<file path="src/rtl/pidc_pkg.sv">
// Shared types and constants of the PID/PWM controller.
package pidc_pkg;

	localparam int GAIN_W  = 32;
	localparam int ACC_W   = 32;
	localparam int CFG_W   = 32;
	localparam int IDX_W   = 2;
	localparam int DUTY_W  = 12;
	localparam int CMP_W   = 16;
	localparam int CMP_SHIFT = CMP_W - DUTY_W;
	localparam int QUEUE_DEPTH = 4;

	localparam logic [DUTY_W-1:0] DUTY_MAX = 12'd4095;

	localparam logic [IDX_W-1:0] REG_TARGET = 2'd0;
	localparam logic [IDX_W-1:0] REG_PROP   = 2'd1;
	localparam logic [IDX_W-1:0] REG_INTEG  = 2'd2;
	localparam logic [IDX_W-1:0] REG_DERIV  = 2'd3;

	localparam logic [CFG_W-1:0] TARGET_RESET = 32'd2400;
	localparam logic [GAIN_W-1:0] PROP_RESET  = 32'd327680;
	localparam logic [GAIN_W-1:0] INTEG_RESET = 32'd197;
	localparam logic [GAIN_W-1:0] DERIV_RESET = 32'd0;

	typedef struct packed {
		logic signed [GAIN_W-1:0] prop;
		logic signed [GAIN_W-1:0] integ;
		logic signed [GAIN_W-1:0] deriv;
	} gains_t;

endpackage

</file>
<file path="src/rtl/pidc_front.sv">
// Front end: configuration registers, error, saturating error sum and difference.
module pidc_front
	import pidc_pkg::*;
#(
	parameter int SAMPLE_BITS = 12
) (
	input  logic                   clk,
	input  logic                   arst_n,
	input  logic                   cfg_we,
	input  logic [IDX_W-1:0]       cfg_idx,
	input  logic [CFG_W-1:0]       cfg_wdata,
	input  logic                   in_valid,
	input  logic [SAMPLE_BITS-1:0] sample,
	input  logic                   q_full,
	output logic                   push,
	output logic [2*SAMPLE_BITS+ACC_W+2:0] push_data,
	output gains_t                 gains
);

	localparam int EW = SAMPLE_BITS + 1;

	logic [SAMPLE_BITS-1:0]  target_q;
	gains_t                  gains_q;
	logic signed [ACC_W-1:0] sum_q;
	logic signed [EW-1:0]    last_q;

	logic signed [EW-1:0]    err;
	logic signed [ACC_W:0]   sum_wide;
	logic signed [ACC_W-1:0] sum_next;
	logic signed [EW:0]      delta;

	assign push  = in_valid && !q_full;
	assign gains = gains_q;

	always_comb begin
		err      = $signed({1'b0, target_q}) - $signed({1'b0, sample});
		sum_wide = (ACC_W+1)'(sum_q) + (ACC_W+1)'(err);
		// clip to the signed 32-bit limits
		if (sum_wide[ACC_W] != sum_wide[ACC_W-1]) begin
			sum_next = {sum_wide[ACC_W], {(ACC_W-1){~sum_wide[ACC_W]}}};
		end else begin
			sum_next = sum_wide[ACC_W-1:0];
		end
		delta     = (EW+1)'(err) - (EW+1)'(last_q);
		push_data = {err, sum_next, delta};
	end

	always_ff @(posedge clk or negedge arst_n) begin
		if (!arst_n) begin
			target_q      <= TARGET_RESET[SAMPLE_BITS-1:0];
			gains_q.prop  <= PROP_RESET;
			gains_q.integ <= INTEG_RESET;
			gains_q.deriv <= DERIV_RESET;
		end else if (cfg_we) begin
			case (cfg_idx)
				REG_TARGET: target_q      <= cfg_wdata[SAMPLE_BITS-1:0];
				REG_PROP:   gains_q.prop  <= cfg_wdata[GAIN_W-1:0];
				REG_INTEG:  gains_q.integ <= cfg_wdata[GAIN_W-1:0];
				REG_DERIV:  gains_q.deriv <= cfg_wdata[GAIN_W-1:0];
				default: ;
			endcase
		end
	end

	always_ff @(posedge clk or negedge arst_n) begin
		if (!arst_n) begin
			sum_q  <= '0;
			last_q <= '0;
		end else if (push) begin
			sum_q  <= sum_next;
			last_q <= err;
		end
	end

endmodule

</file>
<file path="config.mk">
export PLATFORM = sky130hd
export DESIGN_NAME = pidc_front
export DESIGN_NICKNAME = d
export VERILOG_FILES = /design/src/rtl/pidc_pkg.sv /design/src/rtl/pidc_front.sv
export SDC_FILE = /design/constraint.sdc
export NUM_CORES = 1
export LEC_CHECK = 0
export ABC_AREA = 1
export CORE_MARGIN = 2
export CORE_UTILIZATION = 33
export DETAILED_ROUTE_END_ITERATION = 10
export DONT_BUFFER_PORTS = 1
export SLEW_MARGIN = 20
export SYNTH_ARGS = -nofsm -noshare
export SYNTH_HDL_FRONTEND = slang
export SYNTH_SLANG_ARGS = --single-unit
</file>
<file path="constraint.sdc">
create_clock -name clk -period 9.2 [get_ports clk]
set_input_delay 0.92 -clock clk [delete_from_list [all_inputs] [get_ports clk]]
set_output_delay 0.92 -clock clk [all_outputs]
set_load 0.03 [all_outputs]
</file>
==> out/qor.yml <==
outcome:
  status: "finished clean"
critical_path:
  cp-end-kind: "output port"
  r2r-start: "target_q[0]"
  startpoint: "sample[3]"
  r2r-end: "sum_q[17]"
  reg2regPathDepth: 22
  crit_type: "input port to output port"
  rrSetupSlack_ns: 3.77
  startpoint_type: "input port"
  endpoint: "push_data[31]"
  required_ns: 8.28
  critPathMaxFanout: 49
  worstPathArrival_ns: 5.59
synth:
  synth.distinct_cells: 30
  synth.ff_latch_count: 153
  synth.net_count: 1332
  syn_area_per_cell_um2: 7.469
  synth.most_common_cell: "nand2_1"
  ys.flop_type: "dfrtp_1"
  synth_area_mm2: 0.009120
  synth.area.top_cells: "dfrtp_1 39%, nand2_1 18%, ha_1 7.8%"
  ys_warn_count: 0
  synth_top_area_share_pct: 39.24
  syn_inst: 1221
  ys_seq_area_share_pct: 42.12
  async_reset_ff_share_pct: 100.0
  yosys-top-cells-count: "429 x nand2_1, 146 x inv_1, 143 x dfrtp_1, 137 x o21ai_0, 74 x nor2_1"
  synth_top_cell_by_area: "dfrtp_1"
  synth_edf_count: 0
drt:
  vias: 7627
  wl_per_cell_um: 15.77
  drt_pass1_iterations: 5
  remaining_drc_errors: 0
  viasPerCell: 4.861
  ant_nets: 0
  routed_wl_mm: 24.74
  drt_iter0_drc: 431
sta:
  final_hold_viol_count: 0
  rsz0062_at_grt: "no"
  final.setup_skew_ns: 0.01885
  drv_slew: 0
  fin_crit_sh_pct: 70.79
  whs_ns: 0.1833
  fin_ws_ns: 2.687
  max_slew.worst_pin.slew_ns: 1.126
  fmax_mhz: 153.5
  setup_tns_ns: 0
  relSlewSlack_pct: 24.42
  setup_viol: 0
  period_minus_slack_ns: 6.513
clock_tree:
  cts_resized: 0
  postCtsSetupRepairBufs: 0
  clkLatencyLatePin_ns: 0.43
  cts_sinks: 153
  cts_tree: "built"
  cts.path.max_buffers: 2
  cts-hold-fix-buffers: 0
  cts_root_buffer: "clkbuf_16"
  h-tree-depth: 4
  path_clk_slew_ns: 0.06
  cts_buffers: 17
die:
  design.die.area_mm2: 0.02898
  fp-row-count: 60
  initial_core_util_pct: 33.75
  die_y_um: 170.2
  core_mm2: 0.02703
  die_x_um: 170.2
  ioPinCount: 207
grt:
  grt_max_degree: 154
  antenna_found_initial: 0
  track_usage_pct: 17.32
  first_global_vias: 7443
  grt_pass1_wl_mm: 39.14
  grt_overflow: 0
final_layout:
  design_area_mm2: 0.01007
  final_net_count: 1326
  num-fill-cells: 2842
  synthToLayoutAreaGrowth_pct: 10.39
  drive_gt1_share_pct: 6.433
  ff_latch_area_mm2: 0.003841
  n_antenna_cell: 0
  multi_input_area_mm2: 0.004579
placement:
  port_buffers: 0
  dpl_cell_area_mm2: 0.009489
  post-place-ws_ns: 2.733
  dp_hpwl_mm: 18.35
  gp_congestion: 0.9105
run:
  cap_violations: 0
worst_hold_path:
  hp-class: "input port to asynchronous set/reset pin"
how the worst min path moves through the flow:
stage                      to  slack, ns  depth (start not counted)
global route        sum_q[29]       0.16                          0
floorplan           last_q[4]       0.45                          2
finish               sum_q[6]       0.18                          0
detailed placement  sum_q[22]       0.47                          2
global placement     sum_q[2]       0.47                          2
CTS                 gains[12]       0.15                          0
cells by family after synthesis:
group | synth area share [%]
DFF | 42.12
buffers and inverters | 8.053
xor gates and xnor gates | 3.649
AOI/OAI and AO/OA | 13.84
adders and majority gates | 8.479
and+or+nand+nor | 23.86
sequential cells by signal, indices dropped and copies added (netlist names):
name,count
gains,96
sum_q,32
target_q,12
last_q,13
through the flow:
stage	std cells	utilization, %
finish	1569	37.25
global placement	1537	35.11
CTS	1569	37.25
floorplan	1221	-
global route	1569	37.25
detailed placement	1537	35.11
per-layer routing:
layer	global-route usage, %	vias to the layer above	part of all wire (%)
li1	-	3862	-
met4	4.645	0	1.6
met5	0	-	0
met2	28.79	226	47
met3	5.674	29	7.5
met1	21.60	3510	44
cells in the final DEF, fill, tap and decap left out, types with 2 or more instances in the layout:
cell type   synthesis  routed
a21o_1              3       3
fa_1                3       3
dfrtp_1           143     143
clkbuf_16           0      17
xor2_1             28      28
nand2_2             8       9
a21oi_1            50      50
nand3b_1            8       8
ha_1               57      57
nand3_2             0       2
o21bai_1            7       7
nand2_1           429     428
inv_1             146     146
nor3_1              6       6
clkinvlp_4          0       3
dfstp_2            10      10
inv_8               0       5
inv_2               3       3
nand3_1            26      24
nor2_4              1       2
xnor2_1            10      10
o2111ai_1           2       2
inv_6               0       3
nor2_1             74      73
o21ai_0           137     137
o21ai_2             9       9
a31oi_1            21      20
buf_4               2      11
area by class of cell:
| type | instances | share of cell area, % |
|---|---|---|
| Multi-Input combinational cell | 883 | 45.49 |
| Sequential cell | 153 | 38.16 |
| Inverter | 149 | 5.556 |
| Clock buffer | 18 | 4.263 |
| Tap cell | 341 | 4.238 |
| Clock inverter | 14 | 1.479 |
| Timing Repair Buffer | 11 | 0.8203 |
critical path, stage by stage:
cell      delay [ns]
inv_1           0.02
ha_1            0.34
a21oi_1         0.16
o21ai_0         0.17
nand2_1         0.10
o211ai_1        0.12
nand3_1         0.09
nand2_1         0.11
a31oi_4         0.84
ha_1            0.44
nand2_1         0.15
inv_1           0.06
a21oi_1         0.20
nand2_1         0.10
a21oi_1         0.22
nand2_1         0.11
nand2_1         0.08
nand2_2         0.07
nand2_2         0.80
nand2_1         0.47
Power is left out: the tool's default activity adds up to more than one toggle a clock period on the data nets, which glitch-free logic cannot reach.
