[src/rtl/pidc_pkg.sv]
// Shared types and constants of the PID/PWM controller.
package pidc_pkg;

	localparam int GAIN_W  = 32;
	localparam int ACC_W   = 32;
	localparam int CFG_W   = 32;
	localparam int IDX_W   = 2;
	localparam int DUTY_W  = 12;
	localparam int CMP_W   = 16;
	localparam int CMP_SHIFT = CMP_W - DUTY_W;
	localparam int QUEUE_DEPTH = 4;

	localparam logic [DUTY_W-1:0] DUTY_MAX = 12'd4095;

	localparam logic [IDX_W-1:0] REG_TARGET = 2'd0;
	localparam logic [IDX_W-1:0] REG_PROP   = 2'd1;
	localparam logic [IDX_W-1:0] REG_INTEG  = 2'd2;
	localparam logic [IDX_W-1:0] REG_DERIV  = 2'd3;

	localparam logic [CFG_W-1:0] TARGET_RESET = 32'd2400;
	localparam logic [GAIN_W-1:0] PROP_RESET  = 32'd327680;
	localparam logic [GAIN_W-1:0] INTEG_RESET = 32'd197;
	localparam logic [GAIN_W-1:0] DERIV_RESET = 32'd0;

	typedef struct packed {
		logic signed [GAIN_W-1:0] prop;
		logic signed [GAIN_W-1:0] integ;
		logic signed [GAIN_W-1:0] deriv;
	} gains_t;

endpackage

[src/rtl/pidc_queue.sv]
// Small FIFO between the front end and the arithmetic back end.
module pidc_queue
	import pidc_pkg::*;
#(
	parameter int WIDTH = 8
) (
	input  logic             clk,
	input  logic             arst_n,
	input  logic             push,
	input  logic [WIDTH-1:0] push_data,
	input  logic             pop,
	output logic             full,
	output logic             not_empty,
	output logic [WIDTH-1:0] pop_data
);

	localparam int PTR_W = $clog2(QUEUE_DEPTH);
	localparam int CNT_W = $clog2(QUEUE_DEPTH + 1);

	logic [WIDTH-1:0] mem_q [QUEUE_DEPTH];
	logic [PTR_W-1:0] wr_ptr_q;
	logic [PTR_W-1:0] rd_ptr_q;
	logic [CNT_W-1:0] count_q;

	assign full      = (count_q == CNT_W'(QUEUE_DEPTH));
	assign not_empty = (count_q != '0);
	assign pop_data  = mem_q[rd_ptr_q];

	always_ff @(posedge clk) begin
		if (push) begin
			mem_q[wr_ptr_q] <= push_data;
		end
	end

	always_ff @(posedge clk or negedge arst_n) begin
		if (!arst_n) begin
			wr_ptr_q <= '0;
			rd_ptr_q <= '0;
			count_q  <= '0;
		end else begin
			if (push) begin
				wr_ptr_q <= wr_ptr_q + 1'b1;
			end
			if (pop) begin
				rd_ptr_q <= rd_ptr_q + 1'b1;
			end
			case ({push, pop})
				2'b10:   count_q <= count_q + 1'b1;
				2'b01:   count_q <= count_q - 1'b1;
				default: count_q <= count_q;
			endcase
		end
	end

endmodule

[config.mk]
export PLATFORM = sky130hd
export DESIGN_NAME = pidc_queue
export DESIGN_NICKNAME = d
export VERILOG_FILES = /design/src/rtl/pidc_pkg.sv /design/src/rtl/pidc_queue.sv
export SDC_FILE = /design/constraint.sdc
export NUM_CORES = 1
export LEC_CHECK = 0
export BUFFER_PORTS_ARGS = -buffer_cell sky130_fd_sc_hd__buf_2
export CAP_MARGIN = 10
export CORE_MARGIN = 5
export CORE_UTILIZATION = 49
export DETAILED_ROUTE_END_ITERATION = 10
export GPL_TIMING_DRIVEN = 0
export PLACE_DENSITY = 0.79
export SYNTH_ARGS = -nofsm -noshare
export SYNTH_HDL_FRONTEND = slang
export SYNTH_SLANG_ARGS = --single-unit
[constraint.sdc]
create_clock -name clk -period 1.28 [get_ports clk]
set_clock_uncertainty 0.1 [all_clocks]
set_input_delay 0.064 -clock clk [delete_from_list [all_inputs] [get_ports clk]]
set_output_delay 0.064 -clock clk [all_outputs]
set_load 0.1 [all_outputs]
==> flow_metrics.tcl, run 1 <==
set metrics [dict create \
    ys.warnings.count 0 \
    yosys.area.top_type "edfxtp_1" \
    rsz0062_at_grt "yes" \
    area_growth_pct 39.7 \
    clk_pin_slew_ns 0.11 \
    drt_iter0_markers 42 \
    timing.fmax_mhz 569 \
    ys_ff_latch 39 \
    cts_root_buf "clkbuf_4" \
    drt-pass1-iter-count 4 \
    final_common_cell "edfxtp_1" \
    met3_length_um 105 \
    setup_viol 40 \
    cts_sinks 39 \
    worstSetupPathType "reg -> out" \
    finalNonFillerCells 171 \
    die-height_um 66.2 \
    die_w_um 66.2 \
    antenna_found_initial 0 \
    grt_remaining_overflow 0 \
    nets 144 \
    n_antenna_cell 0 \
    syn_area_per_cell_um2 20.6 \
    routed_wl_mm 2.83 \
    top_layer "met4" \
    cts_tree "built" \
    syn_area_mm2 0.00155 \
    cts_max_level 2 \
    violations "setup timing" \
    worstHoldPathType "in -> reg" \
    dp_hpwl_mm 1.60 \
    final_core_util_pct 71.3 \
    fin_ws_ns -0.479 \
    cp_max_fo 9 \
    drive_gt1_share_pct 50.4 \
    num_rows 20 \
    ios 22 \
    outcome "complete, but fails checks" \
    drtAntennaViolNets 0 \
    worstSetupStartpointType "flop" \
    portBuffers 21 \
    tightest_slew_ns 0.357 \
    gp_congestion 0.690 \
    routedWlPerCell_um 16.5 \
    grt_usage_pct 15.0 \
    period_share_pct 137 \
    drt-met1-wl_mm 1.19 \
    end_kind "output port" \
    synthCells 75 \
    ctsLongestPathBuffers 2 \
    n_fill_cell 183 \
    grt_pass1_wl_mm 4.57 \
    core_area_mm2 0.00303 \
    grt_pass1_vias 950 \
    dp_cells 140 \
    ys_seq_area_share_pct 73.5 \
    ys_types 17 \
    num_vias 835 \
    synth_top_area_share_pct 62.2 \
    fin_crit_ns 1.76 \
    via_per_inst 4.88 \
    numCtsBuffers 5 \
    dr_wl_met2_mm 1.47 \
    mostFrequentLayoutCells "edfxtp_1 (32), dlygate4sd3_1 (13), buf_2 (12), buf_6 (12), mux4_2 (8)" \
    syn-num-nets 93 \
    maxSlewHeadroom_pct 76.2 \
    ys_top_cells_by_area "edfxtp_1 (62%), mux4_2 (12%), dfrtp_1 (11%)" \
    initial_utilization_pct 51.0 \
    timing.hold.ws_ns 0.0752 \
    final_hold_viol_count 0 \
    maxSlewViolCount 0 \
    grt_start_max_net_pins 13 \
    clkLatencyLatePin_ns 0.34 \
    cp_data_required_time_ns 1.12 \
    die_area_mm2 0.00438 \
    max-cap-violations 0 \
    arrival_ns 1.59 \
    drc_errors 0 \
]
==> per-layer routing <==
| layer | vias up | GRT usage (%) |
|---|---|---|
| met1 | 424 | 18.0 |
| met2 | 18 | 24.5 |
| met4 | 0 | 5.33 |
| met3 | 7 | 5.61 |
| met5 | - | 0 |
| li1 | 386 | - |
==> registers in the layout, summed over array words and instances, names as in the netlist <==
name and flops:
count_q 3, mem_q 32, rd_ptr_q 2, wr_ptr_q 2
==> worst max-delay path: stages, from the launching register on <==
cell     delay [ns]
dfrtp_1        0.37
buf_8          0.16
mux4_2         0.53
buf_8          0.19
==> stage by stage <==
stage / setup slack (ns) / instance area [um^2] / TNS [ns]
after floorplan: -0.165 / 1560 / -1.59
after CTS: -0.513 / 2070 / -4.79
after detailed placement: -0.218 / 1720 / -6.25
after global routing: -0.574 / 2160 / -7.16
final: -0.479 / 2160 / -4.95
after global placement: -0.215 / 1720 / -4.80
==> final timing paths <==
path                            cells past startpoint        start          end  slack (ns)
min in group asynchronous                           3       arst_n   count_q[2]        0.60
worst max-delay path                                3  rd_ptr_q[0]  pop_data[6]       -0.48
worst min-delay path                                3          pop   count_q[1]        0.08
max in group asynchronous                           3       arst_n   count_q[0]        0.21
worst min register to register                      1   count_q[1]   count_q[1]        0.53
worst max register to register                      5   count_q[0]   count_q[2]       -0.23
==> cell families after synthesis <==
family | count (synthesis) | synth area share (%)
mux | 9 | 12.4
flops | 39 | 73.5
simple gates | 9 | 3.24
fa+ha+maj | 6 | 5.34
compound gates | 1 | 0.324
xor+xnor | 6 | 3.40
buf+inv | 5 | 1.78
==> what timing repair did <==
| action | CTS | global route |
|---|---|---|
| hold buffers | 13 | 0 |
| cloned | 0 | 0 |
| resized for setup | 36 | 14 |
| buffers inserted | 7 | 3 |
| hold endpoints to repair | 43 | 0 |
| endpoints found under the setup margin | 44 | 44 |
| pin swaps | 6 | 5 |
==> synth_stat cells (all sizes together) <==
library cell,count
buf,2
mux2,1
nand2,2
and2,4
inv,3
or3,1
fa,1
nor3b,1
dfrtp,7
xor2,3
edfxtp,32
xnor2,3
o21ai,1
ha,5
nor2,1
mux4,8
==> layout make-up <==
| type | count | area (um^2) | area share, % |
|---|---|---|---|
| buffer | 2 | 20.0 | 0.928 |
| inverter | 3 | 11.3 | 0.522 |
| timing repair buffer | 44 | 413 | 19.1 |
| clock buffer | 7 | 55.1 | 2.55 |
| clock inverter | 1 | 5.00 | 0.232 |
| tap | 44 | 55.1 | 2.55 |
| multi-input combinational | 31 | 460 | 21.3 |
| sequential | 39 | 1140 | 52.8 |
Power of run 1 is not shown: default switching activity piles up to over one toggle a cycle in this logic, so the estimate is an artifact.
==> run 2, diff against run 1 <==
--- a/config.mk
+++ b/config.mk
@@ -5,13 +5,14 @@
 export SDC_FILE = /design/constraint.sdc
 export NUM_CORES = 1
 export LEC_CHECK = 0
+export ABC_AREA = 1
 export BUFFER_PORTS_ARGS = -buffer_cell sky130_fd_sc_hd__buf_2
 export CAP_MARGIN = 10
 export CORE_MARGIN = 5
-export CORE_UTILIZATION = 49
+export CORE_UTILIZATION = 51
 export DETAILED_ROUTE_END_ITERATION = 10
 export GPL_TIMING_DRIVEN = 0
-export PLACE_DENSITY = 0.79
+export PLACE_DENSITY = 0.8
 export SYNTH_ARGS = -nofsm -noshare
 export SYNTH_HDL_FRONTEND = slang
 export SYNTH_SLANG_ARGS = --single-unit
==> flow_metrics.tcl, run 2 <==
set metrics [dict create \
    max-cap-violations 0 \
    outcome "complete, but fails checks" \
    num_vias 1230 \
    end_kind "output port" \
    maxSlewViolCount 0 \
    setup_viol 36 \
    worstSetupPathType "reg -> out" \
    rsz0062_at_grt "yes" \
    n_fill_cell 212 \
    final_common_cell "edfxtp_1" \
    die_area_mm2 0.00469 \
    grt_start_max_net_pins 13 \
    cp_data_required_time_ns 1.12 \
    nets 222 \
    final_hold_viol_count 0 \
    antenna_found_initial 0 \
    synthArstFlopShare_pct 17.9 \
    drt-pass1-iter-count 4 \
    synth_flop_cell "edfxtp_1" \
    cts_root_buf "clkbuf_4" \
    n_antenna_cell 0 \
    yosysMostFrequentCell "nand2_1" \
    drt_iter0_markers 54 \
    fin_crit_ns 1.72 \
    ys_ff_latch 39 \
    timing.fmax_mhz 582 \
    clkLatencyLatePin_ns 0.35 \
    cts_max_level 2 \
    die_w_um 68.5 \
    ys_types 20 \
    syn_area_per_cell_um2 11.1 \
    ys_seq_area_share_pct 65.1 \
    syn_area_mm2 0.00174 \
    ys.warnings.count 0 \
    synth_edf_count 32 \
    violations "setup timing" \
    yosys.area.top_type "edfxtp_1" \
    top_regs "mem_q (32), count_q (3)" \
    grt_pass1_vias 1279 \
    top_register "mem_q" \
    place_ws_ns -0.273 \
    gp_congestion 0.736 \
    synth_top_area_share_pct 55.1 \
    grt_usage_pct 18.1 \
    maxSlewHeadroom_pct 77.4 \
    largest_reg_flops 32 \
    routedWlPerCell_um 14.8 \
    drc_errors 0 \
    syn-num-nets 175 \
    ios 22 \
    grt_pass1_wl_mm 5.77 \
    cp_max_fo 10 \
    routed_wl_mm 3.70 \
    numCtsBuffers 5 \
    num_rows 21 \
    synth_common_cells "nand2_1 (46), edfxtp_1 (32), inv_1 (27)" \
    initial_utilization_pct 52.3 \
    core_area_mm2 0.00334 \
    portBuffers 20 \
    period_share_pct 134 \
    fin_ws_ns -0.439 \
    multiInputGateArea_um2 603 \
    mostFrequentLayoutCells "edfxtp_1 (32), nand2_1 (31), inv_1 (20)" \
    area_growth_pct 42.8 \
    via_per_inst 4.90 \
    arrival_ns 1.56 \
    ff_latch_area_mm2 0.00114 \
    dp_hpwl_mm 2.25 \
    ys_top_cells_by_area "edfxtp_1 (55%), dfrtp_1 (10%), nand2_1 (9.9%)" \
    cts_tree "built" \
    drtAntennaViolNets 0 \
    grt_remaining_overflow 0 \
    worstSetupStartpointType "flop" \
    clk_pin_slew_ns 0.11 \
    tightest_slew_ns 0.338 \
    tns_ns -5.85 \
    die-height_um 68.5 \
    cts_sinks 39 \
    worstHoldPathType "in -> reg" \
    synthCells 157 \
    ctsLongestPathBuffers 2 \
    drive_gt1_share_pct 38.0 \
]
## run 2: critical path, stage by stage, from the launching register on
cell and delay (ns):
dfrtp_1 0.39, buf_6 0.14, buf_8 0.14, o211ai_1 0.27, nand2_4 0.09, buf_12 0.17
## run 2: area by class of cell
class / instances / share of cell area [%]
buffer: 6 / 3.22
timing repair buffer: 40 / 17.3
sequential: 39 / 45.8
clock inverter: 2 / 0.503
inverter: 28 / 4.97
clock buffer: 6 / 1.66
multi-input combinational: 84 / 24.2
tap: 46 / 2.31
## run 2: per-layer routing
metal / up-vias / wire (um) / global-route usage, %
li1: 591 / - / -
met1: 595 / 1410 / 18.2
met2: 32 / 2010 / 33.3
met3: 12 / 173 / 5.09
met4: 0 / 115 / 9.68
met5: - / 0 / 0
## run 2: kinds of logic after synthesis
logic type      after synthesis  synth area share, %
buf+inv                      34                 9.83
simple gates                 64                 14.1
xor+xnor                      4                 2.01
flops                        39                 65.1
compound gates               10                 4.23
fa+ha+maj                     6                 4.73
## run 2: path summary, 6_finish.rpt
path / to / depth (start not counted) / slack [ns] / from
max: pop_data[2] / 5 / -0.44 / rd_ptr_q[0]
min: count_q[1] / 4 / 0.04 / pop
max reg2reg: mem_q[1][0] / 4 / -0.17 / wr_ptr_q[0]
min reg2reg: count_q[2] / 3 / 0.52 / count_q[2]
max in group asynchronous: count_q[0] / 3 / 0.26 / arst_n
min in group asynchronous: wr_ptr_q[1] / 3 / 0.55 / arst_n
## run 2: stage by stage
stage,instance area (um^2),hold slack (ns),utilization (%),std cells
2_1_floorplan,1820,-0.332,-,157
3_3_place_gp,1970,-0.196,59.2,223
3_5_place_dp,1970,-0.190,59.2,223
4_1_cts,2400,0.0107,72.0,251
5_1_grt,2490,0.0646,74.6,251
6_report,2490,0.0388,74.6,251
## run 2: timing repair
action	4_1_cts	5_1_grt
hold buffers	13	0
pin swaps	10	7
gates resized for setup	56	24
buffers inserted	7	0
cloned	0	0
endpoints found under the hold margin	43	0
endpoints found under the setup margin	43	45
Power of run 2 is left out for the same reason.
==> run 3, diff against run 2 <==
--- a/config.mk
+++ b/config.mk
@@ -8,6 +8,7 @@
 export ABC_AREA = 1
 export BUFFER_PORTS_ARGS = -buffer_cell sky130_fd_sc_hd__buf_2
 export CAP_MARGIN = 10
+export CORE_ASPECT_RATIO = 1.5
 export CORE_MARGIN = 5
 export CORE_UTILIZATION = 51
 export DETAILED_ROUTE_END_ITERATION = 10
==> constraint.sdc (replaced) <==
create_clock -name clk -period 1.4 [get_ports clk]
set_clock_uncertainty 0.1 [all_clocks]
set_input_delay 0.07 -clock clk [delete_from_list [all_inputs] [get_ports clk]]
set_output_delay 0.07 -clock clk [all_outputs]
set_load 0.1 [all_outputs]
==> flow_metrics.tcl, run 3 (synthesis gave the netlist of run 2 again) <==
set metrics [dict create \
    gp_congestion 0.756 \
    worstSetupStartpointType "flop" \
    clkLatencyLatePin_ns 0.28 \
    worstSetupPathType "reg -> out" \
    crit_buf_inv 3 \
    grt_pass1_vias 1400 \
    grt_start_max_net_pins 12 \
    timing.hold.ws_ns 0.0423 \
    numCtsBuffers 5 \
    n_fill_cell 220 \
    num_rows 26 \
    ios 22 \
    worstPathCellList "buf_6 -> buf_8 -> o211ai_1 -> nand2_2 -> buf_12" \
    maxSlewViolCount 0 \
    drt_iter0_markers 20 \
    num_vias 1226 \
    cts_root_buf "clkbuf_8" \
    core_area_mm2 0.00335 \
    area_growth_pct 36.8 \
    arrival_ns 1.43 \
    worstHoldPathType "in -> reg" \
    cp_max_fo 10 \
    grt_usage_pct 16.6 \
    n_antenna_cell 0 \
    die_w_um 57.8 \
    drc_errors 0 \
    final_hold_viol_count 0 \
    fin_ws_ns -0.203 \
    mostFrequentLayoutCells "nand2_1 (34), edfxtp_1 (32), inv_1 (21)" \
    setup_viol 8 \
    initial_utilization_pct 52.1 \
    violations "setup timing" \
    via_per_inst 5.02 \
    period_share_pct 114 \
    cts_tree "built" \
    routedWlPerCell_um 15.0 \
    end_kind "output port" \
    nets 219 \
    max-cap-violations 0 \
    routed_wl_mm 3.67 \
    antenna_found_initial 0 \
    clk_pin_slew_ns 0.07 \
    tightest_slew_ns 0.279 \
    cp_data_required_time_ns 1.23 \
    top_regs "mem_q (32), count_q (3)" \
    rsz0062_at_grt "yes" \
    die_area_mm2 0.00471 \
    cpPeakStageDelay_ns 0.37 \
    maxSlewHeadroom_pct 81.5 \
    fin_crit_ns 1.60 \
    portBuffers 20 \
    grt_remaining_overflow 0 \
    drtAntennaViolNets 0 \
    largest_reg_flops 32 \
    critPathTopFamily "buffers and inverters" \
    cts_sinks 39 \
    drive_gt1_share_pct 33.7 \
    grt_pass1_wl_mm 5.73 \
    final_common_cell "nand2_1" \
    slowest_stage "dfrtp_1" \
    drt-pass1-iter-count 4 \
    final_core_util_pct 71.2 \
    cts_max_level 2 \
    ctsLongestPathBuffers 2 \
    top_register "mem_q" \
    dp_hpwl_mm 2.32 \
    die-height_um 81.6 \
    timing.fmax_mhz 624 \
    outcome "complete, but fails checks" \
]
-- run 3: cell types whose count changed in the layout (fill, tap and decap cells not counted), sizes merged --
| cell | before | now |
|---|---|---|
| clkinvlp | 4 | 3 |
| clkinv | 2 | 1 |
| inv | 24 | 25 |
| dlygate4sd3 | 13 | 11 |
-- run 3: final timing paths --
| kind | cells past startpoint | endpoint | from | slack (ns) |
|---|---|---|---|---|
| worst max-delay path | 5 | pop_data[2] | rd_ptr_q[0] | -0.20 |
| max in group asynchronous | 2 | count_q[1] | arst_n | 0.97 |
| worst max register to register | 3 | mem_q[3][2] | wr_ptr_q[0] | 0.04 |
| worst min register to register | 2 | count_q[2] | count_q[2] | 0.40 |
| min in group asynchronous | 2 | rd_ptr_q[1] | arst_n | 0.05 |
| worst min-delay path | 3 | count_q[0] | pop | 0.04 |
-- run 3: worst register-to-register path: stages, from the launching register on --
cell and delay (ns):
dfrtp_2 0.47, ha_4 0.19, nand2_2 0.09, clkinvlp_4 0.22
-- run 3: layout make-up --
class / instances / area (um^2) / share of cell area, %
buffer: 6 / 77.6 / 3.25
clock buffer: 7 / 86.3 / 3.62
clock inverter: 1 / 3.75 / 0.157
inverter: 28 / 121 / 5.09
multi-input combinational: 84 / 531 / 22.2
sequential: 39 / 1140 / 47.8
tap: 42 / 52.6 / 2.20
timing repair buffer: 37 / 373 / 15.6
-- run 3: metrics by stage --
| stage | setup WS (ns) | setup TNS, ns | std cells | area, um^2 |
|---|---|---|---|---|
| 6_report | -0.203 | -1.39 | 244 | 2390 |
| 5_1_grt | -0.250 | -1.99 | 244 | 2390 |
| 4_1_cts | -0.207 | -1.47 | 242 | 2280 |
| 3_5_place_dp | -0.153 | -1.79 | 219 | 1930 |
| 3_3_place_gp | -0.105 | -0.797 | 219 | 1930 |
| 2_1_floorplan | -0.0284 | -0.0284 | 157 | 1780 |
-- run 3: what timing repair did --
| action | 4_1_cts | 5_1_grt |
|---|---|---|
| pin swaps | 7 | 7 |
| hold buffers | 11 | 0 |
| hold endpoints to repair | 43 | 0 |
| setup endpoints to repair | 35 | 34 |
| buffers inserted | 4 | 2 |
| gates cloned | 0 | 0 |
| gates resized for setup | 39 | 23 |
-- run 3: routing by layer --
layer | wire [um] | share of wire [%] | track usage (%)
met2 | 2110 | 57 | 31.9
met4 | 182 | 5.0 | 13.2
met1 | 1180 | 32 | 13.9
met5 | 0 | 0 | 0
met3 | 205 | 5.6 | 4.09
Power of run 3 is left out for the same reason.
